--- src/assert_macros.svh ---
// assertion macros used by the deque top level
`ifndef ASSERT_MACROS_SVH
`define ASSERT_MACROS_SVH

// same-cycle implication, disabled during reset
`define BDQ_ASSERT_NOW(label, clk, rst_n, ante, cons) \
	label: assert property (@(posedge clk) disable iff (!(rst_n)) (ante) |-> (cons)) \
	else $error("deque assertion failed");

// next-cycle implication, disabled during reset
`define BDQ_ASSERT_NEXT(label, clk, rst_n, ante, cons) \
	label: assert property (@(posedge clk) disable iff (!(rst_n)) (ante) |=> (cons)) \
	else $error("deque assertion failed");

`endif

--- src/bdq_pkg.sv ---
// types, codes and defaults for the bounded double-ended queue
`timescale 1ns / 1ps

package bdq_pkg;

	localparam int DEPTH_DEFAULT      = 16;
	localparam int WORD_WIDTH_DEFAULT = 32;
	localparam int OP_W               = 3;
	localparam int FIELD_W            = 32;
	localparam int COUNT_FIELD_W      = 5;

	// operation codes
	localparam logic [OP_W-1:0] OP_PUSH_TOP    = 3'd0;
	localparam logic [OP_W-1:0] OP_PUSH_BOTTOM = 3'd1;
	localparam logic [OP_W-1:0] OP_POP_TOP     = 3'd2;
	localparam logic [OP_W-1:0] OP_POP_BOTTOM  = 3'd3;
	localparam logic [OP_W-1:0] OP_PEEK_TOP    = 3'd4;
	localparam logic [OP_W-1:0] OP_PEEK_BOTTOM = 3'd5;

	typedef struct packed {
		logic [OP_W-1:0]    op;
		logic [FIELD_W-1:0] push_value;
	} bdq_req_t;

	typedef struct packed {
		logic [FIELD_W-1:0]       read_value;
		logic                     error;
		logic [COUNT_FIELD_W-1:0] count;
		logic                     is_empty;
	} bdq_res_t;

	// per-cycle command broadcast to every cell
	// row a keeps the bottom word in cell 0, row b keeps the top word in cell 0
	typedef struct packed {
		logic a_shift_up;
		logic a_shift_down;
		logic a_load;
		logic b_shift_up;
		logic b_shift_down;
		logic b_load;
	} bdq_ctrl_t;

endpackage

--- src/bounded_double_ended_queue.sv ---
// top level of the bounded double-ended queue
// Usage:
//   Drive cmd and raise start; a command transfer happens at a rising edge
//   with start high and busy low. busy stays low, so one command can be
//   given in every cycle.
//   Each command yields one result on rsp, marked by done for exactly one
//   cycle, the cycle right after the command transfer.
//   Throughput is one command per cycle: every cell of the chain shifts or
//   loads in the same cycle, and both ends of the queue sit in cell 0 of
//   one of two rows (row a holds the bottom word there, row b the top word).
//   A push that finds the queue full, or a pop or peek on an empty queue,
//   returns error with read_value zero and leaves the contents unchanged.
//   Reset empties the queue at once; cell contents are not cleared and are
//   never read before they are written.
//   The receiver cannot stall: done marks a result for one cycle only.
`timescale 1ns / 1ps
`include "assert_macros.svh"

module bounded_double_ended_queue #(
	parameter int DEPTH      = bdq_pkg::DEPTH_DEFAULT,
	parameter int WORD_WIDTH = bdq_pkg::WORD_WIDTH_DEFAULT
) (
	input  logic              clk,
	input  logic              arst_n,
	input  logic              start,
	output logic              busy,
	input  bdq_pkg::bdq_req_t cmd,
	output logic              done,
	output bdq_pkg::bdq_res_t rsp
);

	localparam int COUNT_W = $clog2(DEPTH + 1);

	logic                  accept;
	logic                  full;
	logic                  empty;
	logic [COUNT_W-1:0]    cnt_q;
	logic [COUNT_W-1:0]    cnt_next;
	logic [63:0]           push_wide;
	logic [WORD_WIDTH-1:0] push_word;
	logic [WORD_WIDTH-1:0] rd_word;
	logic                  err;
	logic [63:0]           rd_wide;
	logic [63:0]           cnt_wide;
	bdq_pkg::bdq_ctrl_t    ctrl;
	logic                  done_q;
	bdq_pkg::bdq_res_t     rsp_q;
	logic [WORD_WIDTH-1:0] a_word [DEPTH];
	logic [WORD_WIDTH-1:0] b_word [DEPTH];

	assign busy   = 1'b0;
	assign accept = start && !busy;
	assign full   = (cnt_q == COUNT_W'(DEPTH));
	assign empty  = (cnt_q == '0);

	// push word kept to the word width
	assign push_wide = 64'(cmd.push_value);
	assign push_word = push_wide[WORD_WIDTH-1:0];

	// decode the command into chain moves, read word and new fill
	always_comb begin
		ctrl     = '0;
		rd_word  = '0;
		err      = 1'b0;
		cnt_next = cnt_q;
		if (accept) begin
			case (cmd.op)
				bdq_pkg::OP_PUSH_TOP: begin
					if (full) begin
						err = 1'b1;
					end else begin
						ctrl.b_shift_up = 1'b1;
						ctrl.a_load     = 1'b1;
						cnt_next        = cnt_q + 1'b1;
					end
				end
				bdq_pkg::OP_PUSH_BOTTOM: begin
					if (full) begin
						err = 1'b1;
					end else begin
						ctrl.a_shift_up = 1'b1;
						ctrl.b_load     = 1'b1;
						cnt_next        = cnt_q + 1'b1;
					end
				end
				bdq_pkg::OP_POP_TOP: begin
					if (empty) begin
						err = 1'b1;
					end else begin
						rd_word           = b_word[0];
						ctrl.b_shift_down = 1'b1;
						cnt_next          = cnt_q - 1'b1;
					end
				end
				bdq_pkg::OP_POP_BOTTOM: begin
					if (empty) begin
						err = 1'b1;
					end else begin
						rd_word           = a_word[0];
						ctrl.a_shift_down = 1'b1;
						cnt_next          = cnt_q - 1'b1;
					end
				end
				bdq_pkg::OP_PEEK_TOP: begin
					if (empty) begin
						err = 1'b1;
					end else begin
						rd_word = b_word[0];
					end
				end
				bdq_pkg::OP_PEEK_BOTTOM: begin
					if (empty) begin
						err = 1'b1;
					end else begin
						rd_word = a_word[0];
					end
				end
				default: begin
				end
			endcase
		end
	end

	// chain of cells; shift-in at cell 0, zero fed past the last cell
	for (genvar i = 0; i < DEPTH; i++) begin : g_cell
		logic [WORD_WIDTH-1:0] a_below;
		logic [WORD_WIDTH-1:0] a_above;
		logic [WORD_WIDTH-1:0] b_below;
		logic [WORD_WIDTH-1:0] b_above;

		if (i == 0) begin : g_first
			assign a_below = push_word;
			assign b_below = push_word;
		end else begin : g_inner_lo
			assign a_below = a_word[i-1];
			assign b_below = b_word[i-1];
		end

		if (i == DEPTH - 1) begin : g_last
			assign a_above = '0;
			assign b_above = '0;
		end else begin : g_inner_hi
			assign a_above = a_word[i+1];
			assign b_above = b_word[i+1];
		end

		bdq_cell #(
			.WORD_WIDTH (WORD_WIDTH),
			.COUNT_W    (COUNT_W),
			.CELL_INDEX (i)
		) u_cell (
			.clk          (clk),
			.ctrl         (ctrl),
			.fill         (cnt_q),
			.load_word    (push_word),
			.a_from_below (a_below),
			.a_from_above (a_above),
			.b_from_below (b_below),
			.b_from_above (b_above),
			.a_word       (a_word[i]),
			.b_word       (b_word[i])
		);
	end

	// fill count and result strobe
	always_ff @(posedge clk or negedge arst_n) begin
		if (!arst_n) begin
			cnt_q  <= '0;
			done_q <= 1'b0;
		end else begin
			cnt_q  <= cnt_next;
			done_q <= accept;
		end
	end

	// result payload
	assign rd_wide  = 64'(rd_word);
	assign cnt_wide = 64'(cnt_next);

	always_ff @(posedge clk) begin
		if (accept) begin
			rsp_q.read_value <= rd_wide[bdq_pkg::FIELD_W-1:0];
			rsp_q.error      <= err;
			rsp_q.count      <= cnt_wide[bdq_pkg::COUNT_FIELD_W-1:0];
			rsp_q.is_empty   <= (cnt_next == '0);
		end
	end

	assign done = done_q;
	assign rsp  = rsp_q;

	// a result follows every command transfer
	`BDQ_ASSERT_NEXT(a_done_follows, clk, arst_n, accept, done)

	// a push into a full queue is flagged and leaves the fill alone
	`BDQ_ASSERT_NEXT(a_push_full, clk, arst_n,
		accept && full && (cmd.op == bdq_pkg::OP_PUSH_TOP || cmd.op == bdq_pkg::OP_PUSH_BOTTOM),
		rsp.error && cnt_q == $past(cnt_q))

	// a pop on a non-empty queue removes exactly one word
	`BDQ_ASSERT_NEXT(a_pop_count, clk, arst_n,
		accept && !empty && (cmd.op == bdq_pkg::OP_POP_TOP || cmd.op == bdq_pkg::OP_POP_BOTTOM),
		!rsp.error && cnt_q == $past(cnt_q) - 1'b1)

	// empty flag agrees with the reported fill
	`BDQ_ASSERT_NOW(a_empty_flag, clk, arst_n, done, rsp.is_empty == (cnt_q == '0))

endmodule

--- src/bdq_cell.sv ---
// one storage cell of the deque chain, one word of each row
`timescale 1ns / 1ps

module bdq_cell #(
	parameter int WORD_WIDTH = bdq_pkg::WORD_WIDTH_DEFAULT,
	parameter int COUNT_W    = 5,
	parameter int CELL_INDEX = 0
) (
	input  logic                  clk,
	input  bdq_pkg::bdq_ctrl_t    ctrl,
	input  logic [COUNT_W-1:0]    fill,
	input  logic [WORD_WIDTH-1:0] load_word,
	input  logic [WORD_WIDTH-1:0] a_from_below,
	input  logic [WORD_WIDTH-1:0] a_from_above,
	input  logic [WORD_WIDTH-1:0] b_from_below,
	input  logic [WORD_WIDTH-1:0] b_from_above,
	output logic [WORD_WIDTH-1:0] a_word,
	output logic [WORD_WIDTH-1:0] b_word
);

	logic [WORD_WIDTH-1:0] a_q;
	logic [WORD_WIDTH-1:0] b_q;
	logic                  at_fill;

	// this cell is the first free slot of both rows
	assign at_fill = (fill == COUNT_W'(CELL_INDEX));

	// row a: shift toward higher cells, toward lower cells, or load at the free end
	always_ff @(posedge clk) begin
		if (ctrl.a_shift_up) begin
			a_q <= a_from_below;
		end else if (ctrl.a_shift_down) begin
			a_q <= a_from_above;
		end else if (ctrl.a_load && at_fill) begin
			a_q <= load_word;
		end
	end

	// row b: same moves, mirrored end of the queue
	always_ff @(posedge clk) begin
		if (ctrl.b_shift_up) begin
			b_q <= b_from_below;
		end else if (ctrl.b_shift_down) begin
			b_q <= b_from_above;
		end else if (ctrl.b_load && at_fill) begin
			b_q <= load_word;
		end
	end

	assign a_word = a_q;
	assign b_word = b_q;

endmodule
--- config.mk ---
export PLATFORM = sky130hd
export DESIGN_NAME = bounded_double_ended_queue
export DESIGN_NICKNAME = d
export VERILOG_FILES = /design/src/bdq_pkg.sv /design/src/bounded_double_ended_queue.sv /design/src/bdq_cell.sv
export VERILOG_INCLUDE_DIRS = /design/src /design/src/src
export SDC_FILE = /design/constraint.sdc
export NUM_CORES = 1
export LEC_CHECK = 0
export BUFFER_PORTS_ARGS = -buffer_cell sky130_fd_sc_hd__buf_2
export CAP_MARGIN = 20
export CORE_MARGIN = 5
export CORE_UTILIZATION = 55
export CTS_CLUSTER_DIAMETER = 50
export DETAILED_ROUTE_END_ITERATION = 12
export GPL_TIMING_DRIVEN = 0
export PLACE_DENSITY = 0.71
export SETUP_SLACK_MARGIN = 0.1
export SLEW_MARGIN = 0
export SYNTH_ARGS = -nofsm -noshare
export SYNTH_HDL_FRONTEND = slang
export SYNTH_HIERARCHICAL = 1
export SYNTH_SLANG_ARGS = --single-unit
export TNS_END_PERCENT = 50
--- constraint.sdc ---
create_clock -name clk -period 9.4 [get_ports clk]
set_input_delay 0.47 -clock clk [delete_from_list [all_inputs] [get_ports clk]]
set_output_delay 0.47 -clock clk [all_outputs]
set_load 0.05 [all_outputs]
==> results of run 1 <==
-- worst paths after layout --
check / start / end / slack [ns]
worst max register to register: cnt_q[0] / g_cell[3].u_cell/a_word[2] / 4.90
min in group clk: cmd[34] / cnt_q[2] / 0.31
worst max-delay path: cnt_q[0] / g_cell[3].u_cell/a_word[2] / 4.90
worst min register to register: g_cell[1].u_cell/a_word[27] / g_cell[2].u_cell/a_word[27] / 0.56
max in group asynchronous: arst_n / done / 9.17
worst min-delay path: arst_n / cnt_q[4] / 0.08
-- cells in the final DEF, fill, tap and decap left out, types with 15 or more instances in the layout --
| master | instances |
|---|---|
| o21ai_1 | 928 |
| nor2_1 | 48 |
| conb_1 | 65 |
| buf_12 | 106 |
| edfxtp_1 | 1063 |
| a22oi_1 | 32 |
| bufinv_16 | 15 |
| clkbuf_16 | 139 |
| buf_6 | 32 |
| clkinv_1 | 23 |
| clkbuf_1 | 54 |
| nand2_1 | 1030 |
| clkinv_2 | 23 |
| mux2i_1 | 1024 |
| buf_2 | 273 |
| a311o_2 | 20 |
| o21ai_0 | 99 |
-- Yosys cell counts, types with 6 or more instances --
library cell / n
a21oi_1: 7
a22oi_1: 32
a311o_1: 20
buf_12: 96
buf_2: 198
buf_6: 32
clkbuf_1: 43
dfrtp_1: 6
edfxtp_1: 1063
inv_1: 12
mux2i_1: 1024
nand2_1: 1030
nand2b_1: 12
nand4b_1: 6
nor2_1: 52
o21ai_0: 109
o21ai_1: 928
-- worst max-delay path: stages, from the launching register on --
cell	delay, ns
dfrtp_1	1.09
inv_1	0.19
ha_1	0.33
nor3b_4	0.19
nand2_1	0.16
nand2_1	0.17
nor2_4	0.60
buf_16	0.24
nor4b_1	0.33
a311o_2	0.77
-- where the power goes --
group / switching [uW] / internal (uW)
sequential: 246 / 5650
clock: 2030 / 3100
combinational: 873 / 478
total: 3150 / 9220
-- metrics by stage --
step	total power [uW]	hold WS, ns
2_1_floorplan	6812	0.1744
3_3_place_gp	7266	0.2931
3_5_place_dp	7322	0.2970
4_1_cts	12430	0.07069
5_1_grt	12790	0.09061
6_report	12370	0.08243
-- final cells by class --
class / count / area [sq um]
timing repair buffer: 92 / 700.7
clock buffer: 150 / 3520
fill: 8244 / 38290
buffer: 370 / 3442
sequential: 1069 / 32070
multi-input combinational: 3334 / 20980
tap: 1368 / 1712
inverter: 12 / 45.04
clock inverter: 83 / 833.3
-- sequential cells by signal, indices dropped and copies added (netlist names) --
signal,cells
cnt_q,5
done,1
g_cell.u_cell/a_word,512
g_cell.u_cell/b_word,512
rsp,39
-- per-layer routing --
layer | vias to the layer above | routed length, microns | track usage, %
met4 | 0 | 3631 | 7.683
met3 | 299 | 10390 | 6.704
met2 | 1096 | 74420 | 47.01
met1 | 19261 | 58130 | 32.01
met5 | - | 0 | 0
li1 | 17956 | - | -
-- what timing repair did --
action	in CTS	in global routing
hold buffers	1	0
endpoints found under the hold margin	6	0
setup endpoints to repair	0	0
-- kinds of logic after synthesis --
kind of cell             count (synthesis)
other                                    1
AND/OR/NAND/NOR                       1129
buffers and inverters                  382
XOR/XNOR                                 5
adder cells (fa/ha/maj)                  2
multiplexers                          1024
flip-flops                            1069
AO/OA/AOI/OAI                         1109
==> impl_summary.md, run 1 <==
Worst setup path
The critical path in this run is classified as register to register. Data arrives at the worst endpoint at about 4.8 ns. The endpoint required time on the critical path is just under 10 ns. For the worst flop-to-flop path, the logic depth is 9. The maximum fanout along the worst path is 32. The nature of the critical path startpoint is a register. STA classifies the critical path endpoint as a register.

Pwr
The cell leakage power is a little under 0.02 uW. The power density normalized to cell area is about 200 nW/um^2. The worst-case vdd ir drop is about 140 uV.

Cells and area
The layout overhead on the synthesized area is 12.81%. At the end of the flow, the number of nets in the layout was approximately 5,100. The count of inserted antenna diode cells is 0.

The final instance count without filler cells is between 6,000 and 7,000. Measured on the finished design, the core utilization comes to between 60% and 70%. In the final layout, the share of cells above drive strength 1 is between 10% and 20%. The finished cells cover about 63,000 sq um.

Clock network
The number of buffers created by CTS is about 130. The number of H-tree levels is 4. The clock latency at the later pin of the worst-skew pair is roughly 0.73 ns. The number of instances resized during post-cts repair is 0. TritonCTS built the clock tree. In this run the clock root is driven by a clkbuf_16. The number of buffers inserted to repair setup after CTS is 0. Counting every sink on the clock net gives ~1,100. The clock slew at the register clock pins of the worst setup and hold paths is 0.06 ns. The buffer depth of the longest clock path is 3.

Die
The number of I/O pins is slightly below 80. The area of the core region is a little over 100,000 sq um. The die boundary height is between 300 and 400 microns. The cell row count is between 100 and 150. The horizontal die dimension is around 330 microns. For this configuration, the core starts out at a cell density of roughly 55%. The die footprint is 108,500 sq um.

Drt
For this run, design rule violations remaining after detail routing come to 0. The aggregate routed wire length is between 100,000 and 150,000 microns. After the first detailed-routing iteration, the DRC count stood at 3,441. After detailed routing, the average wire length per cell comes to 22.63 microns.

The detail route stage leaves a number of antenna-violating nets equal to 0. The final route contains just under 40,000 vias. The first detailed-routing pass ran for 7 iterations. The mean number of vias per cell is between 5 and 6.

Yosys
The total number of yosys warnings is 6. The count of cell types in the netlist is 45. Of the total synthesized cell area, the portion taken by AND, OR, NAND and NOR gates is 7.958%. The cell count after synthesis came out at 4,721. In the synthesized netlist the dominant register cell turns out to be edfxtp_1.

The number of flops mapped to enable cells by yosys is 1,063. edfxtp_1 takes more of the synthesized area than any other cell. The register bit total from synthesis is 1,069.

The mux cell area share after synthesis is between 15 and 20%. The part of the Yosys area used for sequential elements is between 50% and 60%. The main combinational cell family by area after synthesis is multiplexers.

By area the synthesized netlist is led by edfxtp_1, mux2i_1, o21ai_1. The area share of fa/ha/maj cells after synthesis is less than 1%. The synthesized-area fraction occupied by ao, oa, aoi and oai cells is approximately a tenth. In this run the cell area of the synthesized design comes to 56,120 sq um. The fraction of synthesized cell area in xor and xnor cells is less than 1%. After synthesis, the share of flip-flops with an asynchronous set or reset is less than 1%. Averaged over all synthesized cells, the footprint is between 10 and 15 sq um. After synthesis, the largest area contributor takes up around 57% of total cell area.

Global route
The first global-routing pass estimated ~230,000 microns of wire. The total global routing track utilization is between 20% and 30%. Entering global routing, the biggest net connects 45 pins.

The number of antenna violations at the first check in global routing is 0. The number of global-route vias before repair was 41,862. The total overflow left after global routing is 0.

STA
The number of hold-slack violations in the final timing report came to 0. Static timing analysis puts the maximum clock frequency at 222.1 MHz. In this run the tightest slew margin relative to its limit is 22.39%. The final setup violation count is 0. After routing, the total negative slack on setup checks comes to 0 ns. The setup skew after layout is between 0.02 and 0.025 ns.

The clock period minus worst slack is ~4.5 ns. At the pin with the least slew margin, the transition time is between 1 and 1.5 ns. Setup repair after global routing left no endpoint under its margin.

The final period utilization is a little under half. Once routing completed, OpenROAD measured the worst setup slack at ~4.9 ns. The number of pins exceeding their max-slew limit in the final report is 0.

Placement
The port buffer count is 75. The placed instance area is 58,940 sq um. The HPWL after detailed placement is 101,700 microns.

The congestion estimate from routability-driven global placement came to between 0.8 and 0.9. Prior to clock tree synthesis, the placed netlist has a worst setup slack of between 4 and 5 ns. The number of placed instances, taps included is 6,244.

Run
The tool flagged a number of max-cap violations equal to 0.

Status
The flow ran to the end, and the final reports show no timing, DRC or antenna violations.

Hold path
The worst hold path class is primary input to asynchronous set/reset pin.
No activity file was read; power rests on OpenSTA's default activity.
==> run 2: changes to the inputs <==
==> constraint.sdc (replaced) <==
create_clock -name clk -period 4.2 [get_ports clk]
set_input_delay 0.21 -clock clk [delete_from_list [all_inputs] [get_ports clk]]
set_output_delay 0.21 -clock clk [all_outputs]
set_load 0.05 [all_outputs]
==> run 2 against run 1 <==
Global-route usage rose by 0.37 points; clock skew rose by 0.011 ns; utilization rose by 0.15 points; largest cell class unchanged; clock power rose by 130%.
==> impl_summary.md, run 2 (synthesis gave the netlist of run 1 again) <==
Clock network
The clock slew at the register clock pins of the worst setup and hold paths is 0.05 ns (was 0.06 ns). The number of H-tree levels is 4 (unchanged). The clock tree from TritonCTS is built (unchanged). The buffer type at the clock tree root is clkbuf_16 (unchanged).

The number of buffers created by CTS came to 134 (was 131). The clock latency at the later pin of the worst-skew pair was 0.75 ns (was 0.73 ns). The buffer depth of the longest clock path is 3 (unchanged). The clock sink count is 1,069 (unchanged).

Pwr
The internal power of the cells is 20,710 uW (was 9225 uW). The fraction of power consumed by sequential logic is 47.5% (was 47.7%). The share of power burned in combinational logic is 10.9% (about the same). The net switching power figure is 7137 uW (was 3147 uW). The power share of the clock group is 41.6% (was 41.4%).

The switching share of power is 25.62% (was 25.44%). The power density normalized to cell area is 438.9 nW/um^2 (was 195.4 nW/um^2). The worst-case vdd ir drop was 393.0 uV (was 143.9 uV). The cell leakage power is 0.01961 uW (was 0.01957 uW).

Drt
The DRC violation total after the first TritonRoute iteration came to 3,349 (was 3,441). The mean number of vias per cell came to 6.032 (was 5.960). The first-pass iteration count of the detailed router came to 5 (was 7). The aggregate routed wire length is 149,900 microns (was 146,600 microns). The post-detailed-route wirelength per cell came to 23.09 microns (was 22.63 microns).

The remaining design rule violation count came to 0 (unchanged). The antenna violation net count after detailed routing is 0 (unchanged). The number of vias after detailed routing was 39,170 (was 38,612).

Worst setup path
The slowest cell on the critical path was dfrtp_4 (was dfrtp_1). The register-to-register path setup slack was 0.28 ns (was 4.90 ns). The capturing element type of the critical path is a register (unchanged). Crit-path cells: inv_1 -> ha_1 -> nor3b_4 -> nand2_1 -> nand2_1 -> nor2_4 -> buf_12 -> nor4b_1 -> a311o_2 (was inv_1 -> ha_1 -> nor3b_4 -> nand2_1 -> nand2_1 -> nor2_4 -> buf_16 -> nor4b_1 -> a311o_2). The timing startpoint of the critical path is cnt_q[0] (unchanged). The endpoint of the worst setup timing path is g_cell[3].u_cell/b_word[15] (was g_cell[3].u_cell/a_word[2]). The maximum cell stage delay along the critical path is 0.69 ns (was 1.09 ns). The maximum fanout along the worst path is 28 (was 32). The critical path depth is 9 (unchanged).

The nature of the critical path startpoint is a register (unchanged). The sum of buffers and inverters on the critical path was 2 (unchanged). The length in cells of the worst reg-to-reg path is 9 (unchanged). The cell type group with the largest total delay on the critical path is simple AND/OR/NAND/NOR gates (unchanged). The endpoint required time on the critical path was 4.56 ns (was 9.74 ns). The most repeated library cell on the critical path is nand2_1 (unchanged). The beginning of the worst register-to-register path is cnt_q[0] (unchanged). The data arrival at the endpoint of the critical path is 4.28 ns (was 4.84 ns). The capturing point of the worst reg2reg path is g_cell[3].u_cell/b_word[15] (was g_cell[3].u_cell/a_word[2]). The critical path start-end classification is register to register (unchanged).

Global route
The number of antenna violations at the first check in global routing is 4 (was 0). The total global routing track utilization is 26.84% (was 26.47%). The largest net degree at the start of global routing came to 45 (unchanged).

The sum of overflow across all layers after global routing came to 0 (unchanged). The number of global-route vias before repair is 42,353 (was 41,862). The wire length of the first global-routing pass is 228,300 microns (was 225,900 microns).

STA
The worst-case setup margin in the final layout is 0.2837 ns (was 4.898 ns). The final setup violation count is 0 (unchanged). The worst slew margin relative to its limit is 24.08% (was 22.39%). The transition time of the tightest slew-check pin came to 1.139 ns (was 1.164 ns). The clock period minus worst slack is 3.916 ns (was 4.502 ns). The setup skew after layout is 0.03100 ns (was 0.02027 ns). The final period utilization came to 93.25% (was 47.90%).

The worst hold slack across all endpoints came to 0.07307 ns (was 0.08243 ns). RSZ-0062 raised after global routing: false (unchanged). The top achievable clock speed was 255.3 MHz (was 222.1 MHz). The number of hold-slack violations in the final timing report is 0 (unchanged).

The number of pins exceeding their max-slew limit in the final report came to 0 (unchanged).

Die
The die boundary height was 329.4 microns (unchanged). The cell row count is 117 (unchanged). The starting density of the core is 55.23% (unchanged).

The horizontal die dimension is 329.4 microns (unchanged). The area of the core region is 101,600 sq um (unchanged). The die footprint came to 108,500 sq um (unchanged). The number of I/O pins is 79 (unchanged).

Cells and area
The share of final-layout standard cells stronger than drive strength 1 is 13.05% (was 12.92%). The summed area of non-filler cells in the final layout is 63,460 sq um (was 63,310 sq um). The post-route core utilization is 62.46% (was 62.31%). The multi-input gate area in the final layout was 21,020 sq um (was 20,980 sq um). The number of nets at the end of the flow was 5,062 (was 5,050).

The layout overhead on the synthesized area is 13.09% (was 12.81%). Leading cell types in the layout, fill and taps excluded: edfxtp_1, nand2_1, mux2i_1 (unchanged). The most common library cell in the layout ignoring fill and taps is edfxtp_1 (unchanged).

The register area is 32,080 sq um (was 32,070 sq um). The final instance count without filler cells is 6,494 (was 6,478). The number of filler instances in the final layout is 8,242 (was 8,244).

Placement
The HPWL after detailed placement is 103,400 microns (was 101,700 microns). The placed instance area came to 58,940 sq um (about the same). The number of placed instances, taps included came to 6,244 (unchanged).

The placer congestion estimate is 0.8719 (was 0.8870). The port buffer count is 75 (unchanged). The setup slack after placement is -0.3481 ns (was 4.995 ns).

Status
Result of the run: complete, no violations (unchanged).

Run
The max capacitance violation total is 0 (unchanged).

Hold path
The worst hold path class is primary input to register (was primary input to asynchronous set/reset pin).
==> run 2: changes by cell type in the layout (fill, tap and decap cells not counted), sizes merged <==
cell | before | now
a311o | 20 | 22
dlygate4sd3 | 1 | 2
clkinvlp | 11 | 10
nor2 | 52 | 54
buf | 418 | 422
diode | 0 | 1
inv | 18 | 20
bufinv | 15 | 13
clkbuf | 193 | 204
clkinv | 51 | 47
==> run 2: metrics by stage <==
step           total power [uW]  TNS [ns]
2_1_floorplan             15250   -129.90
3_3_place_gp              16260  -2467.47
3_5_place_dp              16400   -112.21
4_1_cts                   27940         0
5_1_grt                   28790         0
6_report                  27850         0
==> run 2: power by group through the flow <==
stage | logic [uW] | clock network (uW) | registers, uW
5_1_grt | 3300 | 12200 | 13300
4_1_cts | 3010 | 11700 | 13200
3_3_place_gp | 2830 | 0 | 13400
2_1_floorplan | 1960 | 0 | 13300
3_5_place_dp | 2980 | 0 | 13400
6_report | 3050 | 11600 | 13200
==> run 2: area by class of cell <==
| class | count | area share (%) |
|---|---|---|
| antenna | 1 | 0.003943 |
| inverter | 12 | 0.07098 |
| sequential | 1069 | 50.56 |
| tap | 1368 | 2.697 |
| timing repair buffer | 97 | 1.175 |
| multi-input combinational | 3338 | 33.13 |
| clock buffer | 161 | 5.745 |
| clock inverter | 78 | 1.197 |
| buffer | 370 | 5.424 |
==> run 2: worst min path at each step <==
stage                        from       end  slack, ns  depth (start not counted)
final                     cmd[34]    rsp[6]       0.07                          4
after global routing      cmd[34]    rsp[6]       0.08                          4
after CTS                 cmd[34]    rsp[6]       0.01                          4
after detailed placement   arst_n      done       0.04                          1
after global placement     arst_n      done       0.04                          1
after floorplan            arst_n  cnt_q[0]      -0.09                          0
==> run 2: repair_timing <==
| item | CTS | global route |
|---|---|---|
| resized for setup | 2 | 8 |
| setup endpoints to repair | 849 | 610 |
| pin swaps | 0 | 2 |
| hold buffers | 2 | 0 |
| endpoints found under the hold margin | 6 | 0 |
| cloned | 0 | 4 |
| setup buffers | 0 | 4 |
==> run 2: worst min-delay path, stage by stage <==
cell and delay, ns:
buf_2 0.19, o21ai_0 0.11, o21ai_0 0.08, nor2_1 0.05
==> run 2: metal layers <==
metal	vias up	routed length [microns]	GRT usage, %	share of wire, %
met5	-	23	0	0.015
li1	17991	-	-	-
met1	19601	59130	32.76	39
met2	1244	76060	47.59	51
met4	4	4031	8.342	2.7
met3	330	10690	6.072	7.1
